--- src/rtl/core/dqe_pkg.sv ---
// dqe_pkg: shared sizes, operation codes and control types for the deque core
// depends on nothing
`default_nettype none

package dqe_pkg;

   localparam int DEPTH = 32;
   localparam int KEY_W = 8;
   localparam int MODE_W = 3;
   localparam int CNT_W = $clog2(DEPTH + 1);

   typedef logic [KEY_W-1:0] key_type;
   typedef logic [CNT_W-1:0] cnt_type;

   typedef enum logic [MODE_W-1:0] {
      MODE_PUSH_FRONT = 3'd0,
      MODE_PUSH_BACK  = 3'd1,
      MODE_DUMP       = 3'd2,
      MODE_POP_FRONT  = 3'd3,
      MODE_POP_BACK   = 3'd4
   } mode_type;

   typedef enum logic [2:0] {
      OP_HOLD,
      OP_PUSH_FRONT,
      OP_PUSH_BACK,
      OP_POP_FRONT,
      OP_ROTATE
   } op_type;

   typedef enum logic {
      ST_IDLE,
      ST_DUMP
   } state_type;

   typedef struct packed {
      op_type  op;
      key_type key;
      cnt_type count;
   } chain_ctl_type;

   typedef struct packed {
      op_type  op;
      key_type key;
      logic    is_tail;
      logic    is_back;
   } cell_ctl_type;

endpackage

`default_nettype wire

--- src/rtl/core/dqe_if.sv ---
// dqe_req_if / dqe_rsp_if: valid-ready channels for operation and result beats
// depends on dqe_pkg
`default_nettype none

interface dqe_req_if;
   import dqe_pkg::*;
   logic              valid;
   logic              ready;
   logic [MODE_W-1:0] mode;
   key_type           key_in;

   modport source (output valid, output mode, output key_in, input ready);
   modport sink (input valid, input mode, input key_in, output ready);
endinterface

interface dqe_rsp_if;
   import dqe_pkg::*;
   logic    valid;
   logic    ready;
   key_type key_out;
   logic    is_empty;
   logic    overflow;
   logic    is_last;

   modport source (output valid, output key_out, output is_empty, output overflow,
                   output is_last, input ready);
   modport sink (input valid, input key_out, input is_empty, input overflow,
                 input is_last, output ready);
endinterface

`default_nettype wire

--- src/rtl/core/dqe_cell.sv ---
// dqe_cell: one slot of the deque chain, loads from its neighbors, the head cell or the new key
// depends on dqe_pkg
`default_nettype none

module dqe_cell
   import dqe_pkg::*;
(
   input  wire logic         clock,
   input  wire cell_ctl_type ctl,
   input  wire key_type      prev_key,
   input  wire key_type      next_key,
   input  wire key_type      head_key,
   output key_type           cell_key
);

   key_type data_ff;
   key_type data_in;

   always_comb begin
      data_in = data_ff;
      unique case (ctl.op)
         OP_HOLD:       data_in = data_ff;
         OP_PUSH_FRONT: data_in = prev_key;
         OP_PUSH_BACK:  data_in = ctl.is_tail ? ctl.key : data_ff;
         OP_POP_FRONT:  data_in = next_key;
         OP_ROTATE:     data_in = ctl.is_back ? head_key : next_key;
         default:       data_in = data_ff;
      endcase
   end

   always_ff @(posedge clock) begin
      data_ff <= data_in;
   end

   assign cell_key = data_ff;

endmodule

`default_nettype wire

--- src/rtl/core/dqe_chain.sv ---
// dqe_chain: row of deque cells, front at cell zero, with slot decode from the count
// depends on dqe_pkg, dqe_cell
`default_nettype none

module dqe_chain
   import dqe_pkg::*;
(
   input  wire logic          clock,
   input  wire chain_ctl_type ctl,
   output key_type            head_key,
   output key_type            back_key
);

   key_type      cell_keys [DEPTH];
   key_type      back_terms [DEPTH];
   cell_ctl_type cell_ctl [DEPTH];

   for (genvar i = 0; i < DEPTH; i++) begin : g_cell
      key_type prev_k;
      key_type next_k;

      assign cell_ctl[i].op      = ctl.op;
      assign cell_ctl[i].key     = ctl.key;
      assign cell_ctl[i].is_tail = (ctl.count == CNT_W'(i));
      assign cell_ctl[i].is_back = (ctl.count == CNT_W'(i + 1));

      if (i == 0) begin : g_first
         assign prev_k = ctl.key;
      end else begin : g_mid
         assign prev_k = cell_keys[i-1];
      end

      if (i == DEPTH - 1) begin : g_last
         assign next_k = cell_keys[i];
      end else begin : g_rest
         assign next_k = cell_keys[i+1];
      end

      dqe_cell u_cell (
         .clock    (clock),
         .ctl      (cell_ctl[i]),
         .prev_key (prev_k),
         .next_key (next_k),
         .head_key (cell_keys[0]),
         .cell_key (cell_keys[i])
      );

      assign back_terms[i] = cell_ctl[i].is_back ? cell_keys[i] : '0;
   end

   always_comb begin
      back_key = '0;
      for (int i = 0; i < DEPTH; i++) begin
         back_key = back_key | back_terms[i];
      end
   end

   assign head_key = cell_keys[0];

endmodule

`default_nettype wire

--- src/rtl/core/double_ended_queue_core.sv ---
// double_ended_queue_core: bounded deque of byte keys, control and result register
// depends on dqe_pkg, dqe_if, dqe_chain
//
// req_bus carries one operation per beat: mode (push front, push back, dump,
// pop front, pop back) and key_in. rsp_bus returns result beats with key_out,
// is_empty, overflow and is_last; is_last marks the final beat of an operation.
// pushes that succeed give no beat; a push into a full queue gives one overflow
// beat; pops give one beat; a dump gives one beat per stored key, front first,
// or a single empty beat. modes five to seven are taken and ignored.
// a push or pop result appears in the output register on the next cycle, so
// one operation per cycle is sustained while the receiver takes every beat.
// a dump holds req ready low and streams one key per cycle while the receiver
// takes every beat, by rotating the cell chain once around the stored keys.
// reset empties the queue and drops any pending result; no clearing pass.
// when the receiver stalls, the result register holds and req ready drops
// until the register can take the next beat.
`default_nettype none

module double_ended_queue_core
   import dqe_pkg::*;
(
   input  wire logic clock,
   input  wire logic reset,
   dqe_req_if.sink   req_bus,
   dqe_rsp_if.source rsp_bus
);

   state_type     state_ff, state_in;
   cnt_type       count_ff, count_in;
   cnt_type       dump_left_ff, dump_left_in;
   logic          rsp_valid_ff, rsp_valid_in;
   key_type       rsp_key_ff, rsp_key_in;
   logic          rsp_empty_ff, rsp_empty_in;
   logic          rsp_ovf_ff, rsp_ovf_in;
   logic          rsp_last_ff, rsp_last_in;

   chain_ctl_type chain_ctl;
   key_type       head_key;
   key_type       back_key;
   logic          out_free;
   logic          accept;
   logic          is_full;
   logic          is_zero;
   mode_type      mode;
   logic          emit;
   key_type       emit_key;
   logic          emit_empty;
   logic          emit_ovf;
   logic          emit_last;

   assign out_free = !rsp_valid_ff || rsp_bus.ready;
   assign req_bus.ready = (state_ff == ST_IDLE) && out_free;
   assign accept = req_bus.valid && req_bus.ready;
   assign is_full = (count_ff == CNT_W'(DEPTH));
   assign is_zero = (count_ff == '0);
   assign mode = mode_type'(req_bus.mode);

   always_comb begin
      state_in = state_ff;
      unique case (state_ff)
         ST_IDLE: begin
            if (accept && mode == MODE_DUMP && !is_zero) begin
               state_in = ST_DUMP;
            end
         end
         ST_DUMP: begin
            if (out_free && dump_left_ff == CNT_W'(1)) begin
               state_in = ST_IDLE;
            end
         end
         default: state_in = ST_IDLE;
      endcase
   end

   always_comb begin
      chain_ctl.op    = OP_HOLD;
      chain_ctl.key   = req_bus.key_in;
      chain_ctl.count = count_ff;
      count_in        = count_ff;
      dump_left_in    = dump_left_ff;
      emit            = 1'b0;
      emit_key        = '0;
      emit_empty      = 1'b0;
      emit_ovf        = 1'b0;
      emit_last       = 1'b1;
      unique case (state_ff)
         ST_IDLE: begin
            if (accept) begin
               unique case (mode)
                  MODE_PUSH_FRONT, MODE_PUSH_BACK: begin
                     if (is_full) begin
                        emit     = 1'b1;
                        emit_ovf = 1'b1;
                     end else begin
                        chain_ctl.op = (mode == MODE_PUSH_FRONT) ? OP_PUSH_FRONT
                                                                 : OP_PUSH_BACK;
                        count_in = count_ff + CNT_W'(1);
                     end
                  end
                  MODE_DUMP: begin
                     if (is_zero) begin
                        emit       = 1'b1;
                        emit_empty = 1'b1;
                     end else begin
                        dump_left_in = count_ff;
                     end
                  end
                  MODE_POP_FRONT: begin
                     emit = 1'b1;
                     if (is_zero) begin
                        emit_empty = 1'b1;
                     end else begin
                        emit_key     = head_key;
                        chain_ctl.op = OP_POP_FRONT;
                        count_in     = count_ff - CNT_W'(1);
                     end
                  end
                  MODE_POP_BACK: begin
                     emit = 1'b1;
                     if (is_zero) begin
                        emit_empty = 1'b1;
                     end else begin
                        emit_key = back_key;
                        count_in = count_ff - CNT_W'(1);
                     end
                  end
                  default: begin
                     emit = 1'b0;
                  end
               endcase
            end
         end
         ST_DUMP: begin
            if (out_free) begin
               emit         = 1'b1;
               emit_key     = head_key;
               emit_last    = (dump_left_ff == CNT_W'(1));
               chain_ctl.op = OP_ROTATE;
               dump_left_in = dump_left_ff - CNT_W'(1);
            end
         end
         default: begin
            emit = 1'b0;
         end
      endcase
   end

   always_comb begin
      rsp_valid_in = rsp_valid_ff && !rsp_bus.ready;
      rsp_key_in   = rsp_key_ff;
      rsp_empty_in = rsp_empty_ff;
      rsp_ovf_in   = rsp_ovf_ff;
      rsp_last_in  = rsp_last_ff;
      if (emit) begin
         rsp_valid_in = 1'b1;
         rsp_key_in   = emit_key;
         rsp_empty_in = emit_empty;
         rsp_ovf_in   = emit_ovf;
         rsp_last_in  = emit_last;
      end
   end

   always_ff @(posedge clock) begin
      if (reset) begin
         state_ff     <= ST_IDLE;
         count_ff     <= '0;
         dump_left_ff <= '0;
         rsp_valid_ff <= 1'b0;
      end else begin
         state_ff     <= state_in;
         count_ff     <= count_in;
         dump_left_ff <= dump_left_in;
         rsp_valid_ff <= rsp_valid_in;
      end
   end

   always_ff @(posedge clock) begin
      rsp_key_ff   <= rsp_key_in;
      rsp_empty_ff <= rsp_empty_in;
      rsp_ovf_ff   <= rsp_ovf_in;
      rsp_last_ff  <= rsp_last_in;
   end

   dqe_chain u_chain (
      .clock    (clock),
      .ctl      (chain_ctl),
      .head_key (head_key),
      .back_key (back_key)
   );

   assign rsp_bus.valid    = rsp_valid_ff;
   assign rsp_bus.key_out  = rsp_key_ff;
   assign rsp_bus.is_empty = rsp_empty_ff;
   assign rsp_bus.overflow = rsp_ovf_ff;
   assign rsp_bus.is_last  = rsp_last_ff;

endmodule

`default_nettype wire

--- src/flat_wrapper.sv ---
// flat-port wrapper written by rule: the top's interface ports become plain ports
module double_ended_queue_core_flat import dqe_pkg::*;
  (clock, reset, req_bus_valid, req_bus_mode, req_bus_key_in, req_bus_ready, rsp_bus_valid, rsp_bus_key_out, rsp_bus_is_empty, rsp_bus_overflow, rsp_bus_is_last, rsp_bus_ready);
  dqe_req_if req_bus_i ();
  dqe_rsp_if rsp_bus_i ();
  input  wire logic clock;
  input  wire logic reset;
  input wire logic [$bits(req_bus_i.valid)-1:0] req_bus_valid;
  input wire logic [$bits(req_bus_i.mode)-1:0] req_bus_mode;
  input wire logic [$bits(req_bus_i.key_in)-1:0] req_bus_key_in;
  output wire logic [$bits(req_bus_i.ready)-1:0] req_bus_ready;
  output wire logic [$bits(rsp_bus_i.valid)-1:0] rsp_bus_valid;
  output wire logic [$bits(rsp_bus_i.key_out)-1:0] rsp_bus_key_out;
  output wire logic [$bits(rsp_bus_i.is_empty)-1:0] rsp_bus_is_empty;
  output wire logic [$bits(rsp_bus_i.overflow)-1:0] rsp_bus_overflow;
  output wire logic [$bits(rsp_bus_i.is_last)-1:0] rsp_bus_is_last;
  input wire logic [$bits(rsp_bus_i.ready)-1:0] rsp_bus_ready;
  assign req_bus_i.valid = req_bus_valid;
  assign req_bus_i.mode = req_bus_mode;
  assign req_bus_i.key_in = req_bus_key_in;
  assign req_bus_ready = req_bus_i.ready;
  assign rsp_bus_valid = rsp_bus_i.valid;
  assign rsp_bus_key_out = rsp_bus_i.key_out;
  assign rsp_bus_is_empty = rsp_bus_i.is_empty;
  assign rsp_bus_overflow = rsp_bus_i.overflow;
  assign rsp_bus_is_last = rsp_bus_i.is_last;
  assign rsp_bus_i.ready = rsp_bus_ready;
  double_ended_queue_core u_core (.clock(clock), .reset(reset), .req_bus(req_bus_i), .rsp_bus(rsp_bus_i));
endmodule
--- config.mk ---
export PLATFORM = sky130hd
export DESIGN_NAME = double_ended_queue_core_flat
export DESIGN_NICKNAME = d
export VERILOG_FILES = /design/src/rtl/core/dqe_pkg.sv /design/src/rtl/core/dqe_if.sv /design/src/rtl/core/dqe_cell.sv /design/src/rtl/core/dqe_chain.sv /design/src/rtl/core/double_ended_queue_core.sv /design/src/flat_wrapper.sv
export SDC_FILE = /design/constraint.sdc
export NUM_CORES = 1
export LEC_CHECK = 0
export BUFFER_PORTS_ARGS = -buffer_cell sky130_fd_sc_hd__buf_2
export CAP_MARGIN = 10
export CORE_ASPECT_RATIO = 1.5
export CORE_MARGIN = 4
export CORE_UTILIZATION = 40
export CTS_CLUSTER_SIZE = 25
export DETAILED_ROUTE_END_ITERATION = 8
export GPL_TIMING_DRIVEN = 0
export MAX_ROUTING_LAYER = met4
export PLACE_DENSITY_LB_ADDON = 0.2
export SKIP_LAST_GASP = 1
export SYNTH_ARGS = -nofsm -noshare
export SYNTH_HDL_FRONTEND = slang
export SYNTH_SLANG_ARGS = --single-unit
export TNS_END_PERCENT = 10
--- constraint.sdc ---
create_clock -name clock -period 4.2 [get_ports clock]
set_input_delay 0 -clock clock [delete_from_list [all_inputs] [get_ports clock]]
set_output_delay 0 -clock clock [all_outputs]
set_load 0.05 [all_outputs]
==> results.md <==
* Initial Utilization at 40.4%
* Routed len/inst at 42.4 µm
* Area delta synth->final at 12.8%
* Detailed Route WL at 101 mm
* CTS H-tree lvls at 1
* Vias at 17,300
* Slew Limit Fails at 0
* CTS sink cnt at 281
* Worst setup EP type: register
* Worst reg2reg startpoint: u_core.state_ff
* Post-CTS setup buffer count at 0
* Sequential fraction of the synthesis area at 50.0%
* CTS root buffer: clkbuf_16
* Largest net degree at the start of global routing at 16
* Die Span Y at 257 µm
* Hold Path Class: input pin to register
* CTS Buf Count at 31
* Post-route ant nets at 0
* PortBufs at 27
* Synth warnings at 0
* First-pass DRT Iterations at 6
* Grt total ovfl at 0
* Endpoints failing hold at 0
* CP Data Arrival Time at 4.72 ns
* # rows at 91
* Routability cong. at 1.10
* #FFs+latches synth at 281
* Mapped Area at 0.0166 mm²
* Max FO, Critical Path at 10
* Max VDD drop at 0.353 mV
* Final min period at 4.49 ns
* F_max at 223 MHz
* Clock Tree Buf Depth at 3
* Final worst path period share at 107%
* Worst setup SP type: register
* Worst-margin pin slew at 1.30 ns
* Layout Utilization at 45.5%
* Critical path class: register to register
* Die width at 174 µm
* First-pass GRT wire length at 134 mm
* Num ports at 28
* Slew headroom at 13.4%
* Number of global-route vias before repair at 15,900
* Worst setup startpoint: u_core.state_ff
* Max cap viols at 0
* Ys flop type: edfxtp_1
* Final Cell Area at 0.0187 mm²
* Share of cells above drive strength 1 at 11.5%
* # DRC at 0
* Mapped Cells at 1,713
* Endpoints failing setup at 235
* CTS tree: built
* Clk_lat worst skew at 0.62 ns
* Routed vias/inst at 7.30
* Total track usage at 44.4%
* Clk pin slew, worst setup/hold paths at 0.07 ns
* Ys async rst share at 0%
* EDFF count, synth at 267
* Status: finished with violations
* Leak Pwr at 5.84 nW
* Net count after synthesis at 1,735
* Req. time, crit path at 4.43 ns
* Synth Area per Inst at 9.68 µm²
* Post-synth cell types at 72
* Die Area at 0.0449 mm²
* Pwr Density at 414 mW/mm²
* Initial antenna violation count at 2
* Area post-placement at 0.0174 mm²
* Final worst slack at -0.288 ns
* Failing checks: negative setup slack
* HP Start: req_bus_mode[2]
* Detail Placement HPWL at 75.4 mm
* Iter 0 DRT Violations at 3,064
* Fin nets at 1,811
* Layout fillers at 4,014
* RSZ-0062 raised after global routing: yes
* Core region area at 0.0411 mm²
* Clock skew at 0.0238 ns
-- registers in the layout, indices dropped and copies added, names as in the netlist --
signal                                 cells
u_core.count_ff                            6
u_core.dump_left_ff                        6
u_core.rsp_bus.is_empty                    1
u_core.rsp_bus.is_last                     1
u_core.rsp_bus.key_out                     8
u_core.rsp_bus.overflow                    1
u_core.rsp_bus.valid                       1
u_core.state_ff                            1
u_core.u_chain.g_cell.u_cell.cell_key    256
-- path summary, 6_finish.rpt --
path | end | slack [ns] | cells past startpoint
worst max register to register | u_core.u_chain.g_cell[12].u_cell.cell_key[5] | -0.29 | 6
worst max-delay path | u_core.u_chain.g_cell[12].u_cell.cell_key[5] | -0.29 | 6
worst min register to register | u_core.dump_left_ff[5] | 0.49 | 2
worst min-delay path | u_core.rsp_bus.is_empty | 0.007 | 4
-- synth_stat cells, drive strengths merged (4+ instances only) --
cell	count	area, µm²
nand4	10	62.6
nand2	76	290
edfxtp	267	8020
inv	9	33.8
a222oi	7	70.1
ha	7	87.6
nor2	309	1190
and2	12	75.1
nor2b	5	33.8
buf	86	548
nor3	19	95.1
o22ai	14	87.6
a22oi	292	2190
or3b	4	35.0
clkbuf	61	229
or2	4	25.0
a2bb2oi	11	96.3
o211ai	6	50.1
and3	9	61.3
dfxtp	14	280
a22o	10	87.6
a221o	15	150
mux2	11	124
nand3	27	140
a221oi	12	105
nand3b	5	37.5
nand2b	6	37.5
a21oi	305	1580
o21ai	36	180
mux2i	19	190
nor3b	5	68.8
-- routing by layer --
metal  GRT usage [%]  share of wire (%)  up-vias
met4            36.8                 12        0
met2            66.1                 43     1679
met3            11.1                 12      564
li1                -                  -     6792
met1            50.0                 33     8314
met5               -                  0        -
-- cell families after synthesis --
kind of cell,share of synthesized area (%)
AOI/OAI and AO/OA,28.7
and+or+nand+nor,13.6
DFF,50.0
buffers and inverters,4.91
muxes,1.89
adders and majority gates,0.528
xor gates and xnor gates,0.317
-- cell type report --
class                           count  area, µm²  share of cell area, %
Sequential cell                   281       8300                   44.3
Multi-Input combinational cell   1275       7480                   40.0
Clock buffer                       35        811                   4.33
Buffer                            147        778                   4.16
Tap cell                          558        698                   3.73
Clock inverter                     22        315                   1.68
Timing Repair Buffer               43        283                   1.51
Inverter                           10       37.5                  0.201
Antenna cell                        4       10.0                 0.0535
-- layout by cell type (no fill, tap or decap), types with 15 or more instances in the layout --
cell type and count:
mux2i_1 19, a22oi_1 292, buf_2 73, a221o_1 15, nor2_1 301, clkbuf_16 31, a21oi_1 292, nor3_1 19
buf_6 19, o21ai_1 22, nand2_1 74, buf_1 15, edfxtp_1 267, nand3_1 26, clkbuf_1 62
-- power breakdown --
| group | leakage (nW) | internal, mW | total [mW] | switching [mW] |
|---|---|---|---|---|
| Sequential | 2.56 | 3.28 | 3.50 | 0.222 |
| Combinational | 2.74 | 0.285 | 1.10 | 0.816 |
| Clock | 0.539 | 1.82 | 3.16 | 1.33 |
| Total | 5.84 | 5.38 | 7.76 | 2.37 |
-- worst max-delay path, cell delays in order, from the launching register on --
cell      delay (ns)
dfxtp_1         0.32
clkinv_1        0.28
nor2_1          0.85
clkbuf_1        0.90
nor2_1          0.26
clkbuf_1        0.48
a21oi_1         1.01
-- repair_timing --
item,CTS,global route
endpoints found under the setup margin,8,218
gates resized for setup,1,4
gates cloned,0,0
hold buffers,12,0
endpoints found under the hold margin,92,0
-- stage by stage --
step,hold slack [ns],total power [mW],setup WS [ns],setup TNS [ns],cells
after CTS,0.00882,7.65,0.0508,0,2369
after floorplan,0.0691,4.01,1.40,0,1713
after global placement,0.312,4.55,-0.0349,-0.272,2298
after global routing,0.0425,7.84,-0.141,-13.85,2374
after detailed placement,0.325,4.56,-0.0921,-0.730,2300
final,0.00747,7.76,-0.288,-37.37,2375
No activity file was read; power rests on OpenSTA's default activity.
